**src/rtl/skt_pkg.sv**
```systemverilog
`default_nettype none

package skt_pkg;

    // Table geometry
    localparam int CAPACITY = 64;
    localparam int KEY_W    = 32;
    localparam int ADDR_W   = $clog2(CAPACITY);
    localparam int CNT_W    = $clog2(CAPACITY + 1);
    localparam int OP_W     = 3;
    localparam int STAT_W   = 2;

    // Request codes
    localparam logic [OP_W-1:0] OP_INSERT = 3'd0;
    localparam logic [OP_W-1:0] OP_DELETE = 3'd1;
    localparam logic [OP_W-1:0] OP_LOOKUP = 3'd2;
    localparam logic [OP_W-1:0] OP_REWIND = 3'd3;
    localparam logic [OP_W-1:0] OP_READ   = 3'd4;
    localparam logic [OP_W-1:0] OP_CLEAR  = 3'd5;

    // Status codes
    localparam logic [STAT_W-1:0] ST_OK      = 2'd0;
    localparam logic [STAT_W-1:0] ST_FULL    = 2'd1;
    localparam logic [STAT_W-1:0] ST_MISSING = 2'd2;
    localparam logic [STAT_W-1:0] ST_EMPTY   = 2'd3;

    // One result item
    typedef struct packed {
        logic                     found;
        logic signed [KEY_W-1:0]  value;
        logic [CNT_W-1:0]         count;
        logic [STAT_W-1:0]        status;
    } t_result;

    // Key store access for one cycle
    typedef struct packed {
        logic              we;
        logic [ADDR_W-1:0] waddr;
        logic [KEY_W-1:0]  wdata;
        logic              re;
        logic [ADDR_W-1:0] raddr;
    } t_mem_req;

endpackage

`default_nettype wire

```
**src/rtl/skt_req_if.sv**
```systemverilog
`default_nettype none

interface skt_req_if;
    logic                              valid;
    logic                              ready;
    logic [skt_pkg::OP_W-1:0]          op;
    logic signed [skt_pkg::KEY_W-1:0]  key;

    modport source (output valid, output op, output key, input ready);
    modport sink   (input valid, input op, input key, output ready);
endinterface

`default_nettype wire

```
**src/rtl/skt_rsp_if.sv**
```systemverilog
`default_nettype none

interface skt_rsp_if;
    logic                               valid;
    logic                               ready;
    logic                               found;
    logic signed [skt_pkg::KEY_W-1:0]   value;
    logic [skt_pkg::CNT_W-1:0]          count;
    logic [skt_pkg::STAT_W-1:0]         status;

    modport source (output valid, output found, output value, output count, output status,
                    input ready);
    modport sink   (input valid, input found, input value, input count, input status,
                    output ready);
endinterface

`default_nettype wire

```
**src/rtl/skt_ram.sv**
```systemverilog
`default_nettype none

// Simple dual-port RAM: one write port, one registered read port.
module skt_ram #(
    parameter  int DEPTH = 64,
    parameter  int WIDTH = 32,
    localparam int AW    = $clog2(DEPTH)
) (
    input  wire logic             i_clk,
    input  wire logic             i_we,
    input  wire logic [AW-1:0]    i_waddr,
    input  wire logic [WIDTH-1:0] i_wdata,
    input  wire logic             i_re,
    input  wire logic [AW-1:0]    i_raddr,
    output      logic [WIDTH-1:0] o_rdata
);

    logic [WIDTH-1:0] r_mem [DEPTH];
    logic [WIDTH-1:0] r_rdata;

    always_ff @(posedge i_clk) begin
        if (i_we) begin
            r_mem[i_waddr] <= i_wdata;
        end
    end

    always_ff @(posedge i_clk) begin
        if (i_re) begin
            r_rdata <= r_mem[i_raddr];
        end
    end

    assign o_rdata = r_rdata;

endmodule

`default_nettype wire

```
**src/rtl/skt_seq.sv**
```systemverilog
`default_nettype none

// Request sequencer: walks the key store one entry per cycle.
module skt_seq (
    input  wire logic                              i_clk,
    input  wire logic                              i_rst_n,
    input  wire logic                              i_valid,
    output      logic                              o_ready,
    input  wire logic [skt_pkg::OP_W-1:0]          i_op,
    input  wire logic signed [skt_pkg::KEY_W-1:0]  i_key,
    input  wire logic                              i_out_free,
    output      logic                              o_done,
    output      skt_pkg::t_result                  o_res,
    output      skt_pkg::t_mem_req                 o_mem,
    input  wire logic [skt_pkg::KEY_W-1:0]         i_rdata
);

    localparam int A_W = skt_pkg::ADDR_W;
    localparam int C_W = skt_pkg::CNT_W;

    localparam logic [2:0] S_IDLE = 3'd0;
    localparam logic [2:0] S_INS  = 3'd1;  // shift larger keys up from the tail
    localparam logic [2:0] S_INSW = 3'd2;  // drop the new key into the hole
    localparam logic [2:0] S_SCAN = 3'd3;  // search from the head
    localparam logic [2:0] S_DSH  = 3'd4;  // close the gap after a delete
    localparam logic [2:0] S_RDN  = 3'd5;  // read-next data return
    localparam logic [2:0] S_DONE = 3'd6;

    logic [2:0]                     r_state, n_state;
    logic [C_W-1:0]                 r_count, n_count;
    logic [C_W-1:0]                 r_cursor, n_cursor;
    logic [C_W-1:0]                 r_idx, n_idx;
    logic [C_W-1:0]                 r_hole, n_hole;
    logic [skt_pkg::OP_W-1:0]       r_op, n_op;
    logic signed [skt_pkg::KEY_W-1:0] r_key, n_key;
    skt_pkg::t_result               r_res, n_res;

    logic signed [skt_pkg::KEY_W-1:0] rd_key;
    logic [C_W-1:0]                 idx_p1;
    logic                           idx_last;
    logic [C_W-1:0]                 hole_m1;
    logic [C_W-1:0]                 rd_pos;

    assign rd_key   = $signed(i_rdata);
    assign idx_p1   = C_W'(r_idx + 1'b1);
    assign idx_last = (idx_p1 == r_count);
    assign hole_m1  = C_W'(r_hole - 1'b1);
    assign rd_pos   = (r_cursor < r_count) ? r_cursor : '0;

    // Next-state and memory access decode
    always_comb begin
        n_state  = r_state;
        n_count  = r_count;
        n_cursor = r_cursor;
        n_idx    = r_idx;
        n_hole   = r_hole;
        n_op     = r_op;
        n_key    = r_key;
        n_res    = r_res;
        o_mem    = '0;
        o_done   = 1'b0;

        case (r_state)
            S_IDLE: begin
                if (i_valid) begin
                    n_op         = i_op;
                    n_key        = i_key;
                    n_res.found  = 1'b0;
                    n_res.value  = '0;
                    n_res.count  = r_count;
                    n_res.status = skt_pkg::ST_OK;
                    n_state      = S_DONE;
                    case (i_op)
                        skt_pkg::OP_INSERT: begin
                            if (r_count == C_W'(skt_pkg::CAPACITY)) begin
                                n_res.status = skt_pkg::ST_FULL;
                            end else if (r_count == '0) begin
                                n_hole  = '0;
                                n_state = S_INSW;
                            end else begin
                                o_mem.re    = 1'b1;
                                o_mem.raddr = A_W'(r_count - 1'b1);
                                n_hole      = r_count;
                                n_state     = S_INS;
                            end
                        end
                        skt_pkg::OP_DELETE, skt_pkg::OP_LOOKUP: begin
                            if (r_count == '0) begin
                                n_res.status = skt_pkg::ST_MISSING;
                            end else begin
                                o_mem.re    = 1'b1;
                                o_mem.raddr = '0;
                                n_idx       = '0;
                                n_state     = S_SCAN;
                            end
                        end
                        skt_pkg::OP_REWIND: begin
                            n_cursor = '0;
                        end
                        skt_pkg::OP_READ: begin
                            if (r_count == '0) begin
                                n_res.status = skt_pkg::ST_EMPTY;
                            end else begin
                                o_mem.re    = 1'b1;
                                o_mem.raddr = rd_pos[A_W-1:0];
                                n_cursor    = C_W'(rd_pos + 1'b1);
                                n_state     = S_RDN;
                            end
                        end
                        skt_pkg::OP_CLEAR: begin
                            n_count     = '0;
                            n_cursor    = '0;
                            n_res.count = '0;
                        end
                        default: begin
                        end
                    endcase
                end
            end

            S_INS: begin
                if (rd_key > r_key) begin
                    o_mem.we    = 1'b1;
                    o_mem.waddr = r_hole[A_W-1:0];
                    o_mem.wdata = i_rdata;
                    n_hole      = hole_m1;
                    if (hole_m1 == '0) begin
                        n_state = S_INSW;
                    end else begin
                        o_mem.re    = 1'b1;
                        o_mem.raddr = A_W'(r_hole - 2'd2);
                    end
                end else begin
                    o_mem.we    = 1'b1;
                    o_mem.waddr = r_hole[A_W-1:0];
                    o_mem.wdata = r_key;
                    n_count     = C_W'(r_count + 1'b1);
                    n_res.count = C_W'(r_count + 1'b1);
                    n_state     = S_DONE;
                end
            end

            S_INSW: begin
                o_mem.we    = 1'b1;
                o_mem.waddr = r_hole[A_W-1:0];
                o_mem.wdata = r_key;
                n_count     = C_W'(r_count + 1'b1);
                n_res.count = C_W'(r_count + 1'b1);
                n_state     = S_DONE;
            end

            S_SCAN: begin
                if (rd_key < r_key) begin
                    if (idx_last) begin
                        n_res.status = skt_pkg::ST_MISSING;
                        n_state      = S_DONE;
                    end else begin
                        o_mem.re    = 1'b1;
                        o_mem.raddr = idx_p1[A_W-1:0];
                        n_idx       = idx_p1;
                    end
                end else if (rd_key == r_key) begin
                    n_res.found = 1'b1;
                    if (r_op == skt_pkg::OP_LOOKUP) begin
                        n_res.value = rd_key;
                        n_state     = S_DONE;
                    end else if (idx_last) begin
                        // tail entry removed: nothing to shift
                        n_count     = C_W'(r_count - 1'b1);
                        n_res.count = C_W'(r_count - 1'b1);
                        n_state     = S_DONE;
                    end else begin
                        o_mem.re    = 1'b1;
                        o_mem.raddr = idx_p1[A_W-1:0];
                        n_idx       = idx_p1;
                        n_state     = S_DSH;
                    end
                end else begin
                    n_res.status = skt_pkg::ST_MISSING;
                    n_state      = S_DONE;
                end
            end

            S_DSH: begin
                o_mem.we    = 1'b1;
                o_mem.waddr = A_W'(r_idx - 1'b1);
                o_mem.wdata = i_rdata;
                if (idx_last) begin
                    n_count     = C_W'(r_count - 1'b1);
                    n_res.count = C_W'(r_count - 1'b1);
                    n_state     = S_DONE;
                end else begin
                    o_mem.re    = 1'b1;
                    o_mem.raddr = idx_p1[A_W-1:0];
                    n_idx       = idx_p1;
                end
            end

            S_RDN: begin
                n_res.found = 1'b1;
                n_res.value = rd_key;
                n_state     = S_DONE;
            end

            S_DONE: begin
                if (i_out_free) begin
                    o_done  = 1'b1;
                    n_state = S_IDLE;
                end
            end

            default: begin
                n_state = S_IDLE;
            end
        endcase
    end

    // Control state
    always_ff @(posedge i_clk) begin
        if (!i_rst_n) begin
            r_state  <= S_IDLE;
            r_count  <= '0;
            r_cursor <= '0;
        end else begin
            r_state  <= n_state;
            r_count  <= n_count;
            r_cursor <= n_cursor;
        end
    end

    // Working payload
    always_ff @(posedge i_clk) begin
        r_idx  <= n_idx;
        r_hole <= n_hole;
        r_op   <= n_op;
        r_key  <= n_key;
        r_res  <= n_res;
    end

    assign o_ready = (r_state == S_IDLE);
    assign o_res   = r_res;

endmodule

`default_nettype wire

```
**src/rtl/sorted_key_table.sv**
```systemverilog
`default_nettype none

// Sorted key table: up to 64 signed 32-bit keys held in ascending order in one
// dual-port RAM, with one result per request. Requests are served one at a time,
// and the RAM walk (one entry per cycle) sets the latency: insert walks from the tail
// past each stored key greater than the new key, delete and lookup walk from the
// head to the key, and delete then moves each later key one place toward the head;
// read next, rewind, clear and a full/empty rejection need no walk. The next
// request is taken the cycle after the result moves into the output register, so
// a waiting result does not stop the next request from being taken and worked.
// The read cursor keeps its index across inserts and deletes and wraps to the
// head once it passes the last entry.
module sorted_key_table (
    input  wire logic i_clk,
    input  wire logic i_rst_n,
    skt_req_if.sink   i_req,
    skt_rsp_if.source o_rsp
);

    logic                  seq_done;
    logic                  out_free;
    skt_pkg::t_result      seq_res;
    skt_pkg::t_mem_req     mem_req;
    logic [skt_pkg::KEY_W-1:0] mem_rdata;

    logic                  r_out_valid;
    skt_pkg::t_result      r_out;

    assign out_free = !r_out_valid || o_rsp.ready;

    skt_seq u_seq (
        .i_clk      (i_clk),
        .i_rst_n    (i_rst_n),
        .i_valid    (i_req.valid),
        .o_ready    (i_req.ready),
        .i_op       (i_req.op),
        .i_key      (i_req.key),
        .i_out_free (out_free),
        .o_done     (seq_done),
        .o_res      (seq_res),
        .o_mem      (mem_req),
        .i_rdata    (mem_rdata)
    );

    skt_ram #(
        .DEPTH (skt_pkg::CAPACITY),
        .WIDTH (skt_pkg::KEY_W)
    ) u_ram (
        .i_clk   (i_clk),
        .i_we    (mem_req.we),
        .i_waddr (mem_req.waddr),
        .i_wdata (mem_req.wdata),
        .i_re    (mem_req.re),
        .i_raddr (mem_req.raddr),
        .o_rdata (mem_rdata)
    );

    // Output register
    always_ff @(posedge i_clk) begin
        if (!i_rst_n) begin
            r_out_valid <= 1'b0;
        end else if (seq_done) begin
            r_out_valid <= 1'b1;
        end else if (o_rsp.ready) begin
            r_out_valid <= 1'b0;
        end
    end

    always_ff @(posedge i_clk) begin
        if (seq_done) begin
            r_out <= seq_res;
        end
    end

    assign o_rsp.valid  = r_out_valid;
    assign o_rsp.found  = r_out.found;
    assign o_rsp.value  = r_out.value;
    assign o_rsp.count  = r_out.count;
    assign o_rsp.status = r_out.status;

endmodule

`default_nettype wire

```
**src/flat_wrapper.sv**
```systemverilog
// flat-port wrapper written by rule: the top's interface ports become plain ports
module sorted_key_table_flat 
  (i_clk, i_rst_n, i_req_valid, i_req_op, i_req_key, i_req_ready, o_rsp_valid, o_rsp_found, o_rsp_value, o_rsp_count, o_rsp_status, o_rsp_ready);
  skt_req_if i_req_i ();
  skt_rsp_if o_rsp_i ();
  input  wire logic i_clk;
  input  wire logic i_rst_n;
  input wire logic [$bits(i_req_i.valid)-1:0] i_req_valid;
  input wire logic [$bits(i_req_i.op)-1:0] i_req_op;
  input wire logic [$bits(i_req_i.key)-1:0] i_req_key;
  output wire logic [$bits(i_req_i.ready)-1:0] i_req_ready;
  output wire logic [$bits(o_rsp_i.valid)-1:0] o_rsp_valid;
  output wire logic [$bits(o_rsp_i.found)-1:0] o_rsp_found;
  output wire logic [$bits(o_rsp_i.value)-1:0] o_rsp_value;
  output wire logic [$bits(o_rsp_i.count)-1:0] o_rsp_count;
  output wire logic [$bits(o_rsp_i.status)-1:0] o_rsp_status;
  input wire logic [$bits(o_rsp_i.ready)-1:0] o_rsp_ready;
  assign i_req_i.valid = i_req_valid;
  assign i_req_i.op = i_req_op;
  assign i_req_i.key = i_req_key;
  assign i_req_ready = i_req_i.ready;
  assign o_rsp_valid = o_rsp_i.valid;
  assign o_rsp_found = o_rsp_i.found;
  assign o_rsp_value = o_rsp_i.value;
  assign o_rsp_count = o_rsp_i.count;
  assign o_rsp_status = o_rsp_i.status;
  assign o_rsp_i.ready = o_rsp_ready;
  sorted_key_table u_core (.i_clk(i_clk), .i_rst_n(i_rst_n), .i_req(i_req_i), .o_rsp(o_rsp_i));
endmodule
```
**config.mk**
```make
export PLATFORM = sky130hd
export DESIGN_NAME = sorted_key_table_flat
export DESIGN_NICKNAME = d
export VERILOG_FILES = /design/src/rtl/skt_pkg.sv /design/src/rtl/skt_req_if.sv /design/src/rtl/skt_rsp_if.sv /design/src/rtl/skt_ram.sv /design/src/rtl/skt_seq.sv /design/src/rtl/sorted_key_table.sv /design/src/flat_wrapper.sv
export SDC_FILE = /design/constraint.sdc
export NUM_CORES = 2
export LEC_CHECK = 0
export BUFFER_PORTS_ARGS = -buffer_cell sky130_fd_sc_hd__buf_4
export CORE_UTILIZATION = 40
export CTS_CLUSTER_DIAMETER = 100
export CTS_CLUSTER_SIZE = 25
export DETAILED_ROUTE_END_ITERATION = 7
export HOLD_SLACK_MARGIN = 0.1
export PLACE_DENSITY = 0.56
export SLEW_MARGIN = 15
export SYNTH_ARGS = -nofsm -noshare
export SYNTH_HDL_FRONTEND = slang
export SYNTH_SLANG_ARGS = --single-unit
```
**constraint.sdc**
```tcl
create_clock -name i_clk -period 11.6 [get_ports i_clk]
set_input_delay 1.74 -clock i_clk [delete_from_list [all_inputs] [get_ports i_clk]]
set_output_delay 1.74 -clock i_clk [all_outputs]
set_load 0.01 [all_outputs]
```
[After elaboration in Yosys (flattened, before gate mapping)]
Memories as Yosys holds them, arrays and structs flattened. A register that Yosys moved wholly into a read port is not among the register bits.
Cells that the tools add are included.
Widths: inputs -> output; s select.
Cells by class
  mux-type cells: 77
  shift operators: 0
  divide/modulo/power cells: 0
  add/sub/neg operators: 7
  order comparisons: 3
  eq/ne operators: 33
  $mul: 0
  bitwise operators: 0
  reduce and logical (&&, ||, !) cells: 25
Operators with widths (number)
  $mux 7: 34
  $pmux 39 s3: 1
  $pmux 33 s3: 1
  $mux 40: 2
  $pmux 7 s5: 2
  $mux 32: 2
  $mux 42: 1
  $pmux 7 s3: 2
  $eq 32x32->1: 1
  $gt 32x32->1: 1
  $lt 32x32->1: 1
  $pmux 7 s2: 2
  $pmux 7 s4: 1
  $mux 3: 8
  $add 7x1->7 const B: 3
  $mux 2: 10
  $ne 2x2->1 const B: 10
  $pmux 3 s6: 1
  $eq 3x2->1 const B: 5
  $eq 3x3->1 const B: 5
  $ne 3x3->1 const B: 5
  $logic_not 7->1: 2
  $sub 7x1->7 const B: 2
  $reduce_and 4->1: 3
  other kinds (22): 40
Storage, ports and cells
  bits in latches: 0
  output and inout bits: 44
  bits in read-only memories: 0
  logic and storage cells: 162
  RAM bits: 2048
  memories kept: 1
  flip-flop bits (word level): 151
Memories
  u_core.u_ram.r_mem: words 64, bits a word 32, rd ports 1, clocked after Yosys merged registers in 1, wr ports 1, line skt_ram.sv:18  | logic [WIDTH-1:0] r_mem [DEPTH];

[Depth between registers and ports, before layout]
  word-level depth: 7
  gate-level depth with buffers: 22
  mapped depth without buffers: 15

[Modules after synthesis]
Synthesis repeated with hierarchy kept, for this count alone.
Unflattened totals
  cells, all modules: 4229
  area total of the unflattened synthesis: 87442.6 um^2
Modules (own cells, without submodules)
  skt_ram: area an instance 79359.9 um^2, cells each 3511, times used 1
  skt_seq: area an instance 6772.7 um^2, cells each 672, times used 1
  sorted_key_table: area an instance 1310.0 um^2, cells each 46, times used 1

[Worst setup path after synthesis]
OpenSTA, ideal clock, no wires.
  path type: input port to flip-flop
  start point: in i_req_valid
  end point: reg u_core.u_ram.r_rdata[14], in the netlist u_core.u_ram.o_rdata[14], read port of u_core.u_ram.r_mem, data pin
  setup time: 0.272 ns
  arrival time: 5.495 ns
  path buffers: 1
  slack: 5.834 ns
  stages: 12
  cell sequence: nand2_1 -> clkinv_1 -> o21ai_1 -> nor3_1 -> a311oi_4 -> o21ai_4 -> nor2_8 -> buf_8 -> mux4_2 -> a221oi_1 -> o22ai_1 -> or4_1
On the way
  word-level cells in the longest chain between the ends: 2
Ends and longest elaborated chain
  from (decl): line flat_wrapper.sv:8  | input wire logic [$bits(i_req_i.valid)-1:0] i_req_valid;
  $mux 7: line skt_seq.sv:65  | if (i_valid) begin
  $pmux 7 s4: line skt_seq.sv:63  | case (r_state)
  to (decl): line skt_ram.sv:19  | logic [WIDTH-1:0] r_rdata;
Every way passes these cells.
A chain may end at the register's enable or synchronous reset.

[Worst setup path in the final report]
  start point: reg u_core.u_seq.r_idx[0]
  end point: reg u_core.u_ram.r_rdata[1], in the netlist u_core.u_ram.o_rdata[1], read port of u_core.u_ram.r_mem, data pin
On the way
  word-level cells in the longest chain between the ends: 7
Ends and longest elaborated chain
  from (decl): line skt_seq.sv:32  | logic [C_W-1:0] r_idx, n_idx;
  from (signal assigned): line skt_seq.sv:233  | r_idx <= n_idx;
  $add 7x1->7 (*): line skt_seq.sv:45  | assign idx_p1 = C_W'(r_idx + 1'b1);
  $eq 7x7->1: line skt_seq.sv:46  | assign idx_last = (idx_p1 == r_count);
  $mux 7 (*): line skt_seq.sv:154, skt_seq.sv:167, skt_seq.sv:188
  $mux 7: line skt_seq.sv:164  | if (r_op == skt_pkg::OP_LOOKUP) begin
  $mux 7: line skt_seq.sv:162  | end else if (rd_key == r_key) begin
  $mux 7: line skt_seq.sv:153  | if (rd_key < r_key) begin
  $pmux 7 s4 (*): line skt_seq.sv:63
Every way passes the cells marked *; elsewhere a longest branch is shown, timed or not.

==> flow_metrics.tcl <==
set metrics [dict create \
    ant_nets 0 \
    reg2reg_setup_slack_ps 3890 \
    clkSinkCount 2231 \
    area_growth_pct 8.60 \
    numCtsBuffers 100 \
    rows 174 \
    finalSetupViolCount 0 \
    insertion_delay_ps 810 \
    p_int_mw 15.6 \
    ys.flop_type "edfxtp_1" \
    p_leak_nw 31.5 \
    critPathLaunchType "flop" \
    overflow 0 \
    drc_errors 0 \
    coreArea_mm2 0.225 \
    grt_pass1_vias 51700 \
    hpwl_mm 157 \
    postCtsResizedCells 0 \
    hold_violations 0 \
    r2r-end "u_core.u_ram.o_rdata[1]" \
    synth_top_area_frac 0.736 \
    p_sw_mw 10.5 \
    hold_path_depth 0 \
    utilization 0.436 \
    fp.dieArea_mm2 0.228 \
    first_pass_iters 5 \
    fin_crit_sh 0.665 \
    period_needed_ps 7710 \
    avgSynthCellArea_um2 15.6 \
    arrival_ps 8220 \
    drv_cap 0 \
    yosys_warnings 0 \
    power_density_mw_per_mm2 266 \
    max_clock_freq_mhz 130 \
    reg2reg_depth 17 \
    slew_viol_final 0 \
    antenna_found_initial 16 \
    clk_pin_slew_ps 110 \
    nets 5818 \
    async_flop_share 0 \
    final_area_mm2 0.0981 \
    drt-vias-per-instance 6.27 \
    path_class "reg -> reg" \
    htreeDepth 3 \
    endpoint_kind "flop" \
    busiest_layer "met2" \
    worst_slew_pin_slew_ps 1300 \
    cts_setup_buffers 0 \
    holdCritPathClass "reg -> reg" \
    wl_per_cell_um 32.4 \
    met1_usage 0.338 \
    syn-num-nets 5870 \
    ys_seq_area_frac 0.740 \
    p_sw_frac 0.401 \
    grt_usage 0.242 \
    grt_max_degree 158 \
    ys_seq_elements 2231 \
    drt_iter0_drc 6968 \
    root_buffer "clkbuf_16" \
    synth.area.top_cells "edfxtp_1 (74%), mux2i_1 (2.6%), a211oi_1 (2.6%), mux4_2 (2.1%), nand3_1 (1.8%)" \
    grt_util_met3 0.0389 \
    fin_skew_ps 62.9 \
    route.vias.total 54900 \
    min-delay-start "u_core.u_seq.o_res[39]" \
    pre_cts_slack_ps 3990 \
    place.gp.congestion 0.875 \
    place_area_mm2 0.0953 \
    pwr-share-clk 0.157 \
    ios 83 \
    status "finished, final reports clean" \
    ir_drop_mv 0.274 \
    grt_pass1_wl_mm 398 \
    slew-limit-headroom 0.131 \
    io_buffers 82 \
    synth_top_cells_by_count "edfxtp_1 (2,213), nand3_1 (327), o21ai_0 (318), a211oi_1 (307), nand2_1 (301)" \
    cts_buffer_depth 3 \
    hold_buffers 0 \
    netlist_area_mm2 0.0903 \
    drive_gt1_frac 0.122 \
    drt_wl_total_mm 283 \
    tns_ps 0 \
    cts_tree "yes" \
    syn_inst 5782 \
    min_to "u_core.o_rsp.value[30]" \
    synthDistinctLibCells 90 \
    worstPathRequired_ps 12110 \
    met2_usage 0.390 \
    rsz0062_at_grt "false" \
    die_y_um 477 \
    crit_fanout 109 \
    power_frac_seq 0.453 \
    synth.most_common_cell "edfxtp_1" \
    start_util 0.402 \
    r2r_start "u_core.u_seq.r_idx[0]" \
    synth-edff-count 2213 \
    p_comb_frac 0.391 \
    die_x_um 477 \
    synth_area_leader_cell "edfxtp_1" \
    hold-worst-slack_ps 425 \
    fin_ws_ps 3890 \
]
worst max-delay path, cell delays in order, from the launching register on:
cell and delay, ps:
edfxtp_1 510, ha_1 310, xnor2_1 410, xnor2_1 120, nor4_1 260, and4_1 450
inv_2 200, ha_1 240, a21boi_0 160, a311oi_4 340, buf_4 390, o21a_4 640
nand2_8 560, buf_4 570, nand2b_1 870, o22ai_1 190, o21ai_0 770, nand4b_1 190
placed cells by master, fill, tap and decap left out, types with 68 or more instances in the layout:
| master | count |
|---|---|
| mux2i_1 | 231 |
| a32oi_1 | 68 |
| mux4_2 | 86 |
| clkbuf_16 | 103 |
| a21oi_1 | 236 |
| o21ai_0 | 318 |
| inv_1 | 70 |
| buf_4 | 292 |
| nand2_1 | 301 |
| a221oi_1 | 106 |
| o22ai_1 | 136 |
| and3_1 | 143 |
| edfxtp_1 | 2213 |
| a211oi_1 | 307 |
| nand3_1 | 324 |
through the flow:
step | power [mW] | cells
after detailed placement | 22.1 | 8619
after global routing | 27.0 | 8752
after global placement | 22.0 | 8617
after CTS | 26.1 | 8750
final | 26.1 | 8756
after floorplan | 17.5 | 5782
cells by family (layout without fill, tap and decap cells):
group,Yosys count,in the layout,share of synthesized area
compound gates,1527,1527,0.116
xor+xnor,36,36,0.00373
fa+ha+maj,49,49,0.00679
buf+inv,526,503,0.0248
flops,2231,2231,0.740
mux,347,347,0.0508
other cells,0,5,0
simple gates,1066,1066,0.0584
state kept, by name, summed over array words and instances, names as in the netlist:
register / flops
u_core.u_ram.r_mem: 2048
u_core.u_seq.o_res: 42
u_core.o_rsp.value: 32
u_core.u_ram.o_rdata: 32
u_core.u_seq.r_key: 32
u_core.o_rsp.count: 7
u_core.u_seq.r_count: 7
u_core.u_seq.r_cursor: 7
u_core.u_seq.r_hole: 7
u_core.u_seq.r_idx: 7
u_core.u_seq.r_op: 3
u_core.u_seq.r_state: 3
u_core.o_rsp.status: 2
u_core.o_rsp.found: 1
u_core.o_rsp.valid: 1
metal layers:
layer,up-vias,share of wire,wire length [µm]
li1,23000,-,-
met4,10,0.030,8520
met1,28800,0.41,117000
met5,-,0.00023,66
met3,366,0.086,24400
met2,2732,0.47,134000
power groups by stage:
stage	combinational, mW	sequential [mW]	clock, mW
floorplan	5.67	11.8	0
global placement	10.0	12.0	0
detailed placement	10.1	12.0	0
CTS	10.1	11.8	4.16
global route	10.7	11.9	4.40
finish	10.2	11.8	4.09
final cells by class:
cell class | count | area (µm²)
repair buffers | 300 | 2350
fillers | 19800 | 127000
flip-flops and latches | 2231 | 66800
multi-input cells | 3025 | 22100
clock inverters | 10 | 104
well taps | 2992 | 3740
inverters | 72 | 270
clock buffers | 121 | 2650
diodes | 5 | 12.5
worst max-delay path by stage:
stage                     startpoint  slack (ps)                  endpoint
2_1_floorplan            i_req_valid        5830  u_core.u_ram.o_rdata[14]
3_3_place_gp   u_core.u_seq.r_idx[0]        4010  u_core.u_ram.o_rdata[18]
3_5_place_dp   u_core.u_seq.r_idx[0]        3990  u_core.u_ram.o_rdata[18]
4_1_cts        u_core.u_seq.r_idx[0]        3970  u_core.u_ram.o_rdata[18]
5_1_grt        u_core.u_seq.r_idx[0]        3510  u_core.u_ram.o_rdata[18]
6_report       u_core.u_seq.r_idx[0]        3890   u_core.u_ram.o_rdata[1]
Power figures use the tool's default switching activity.
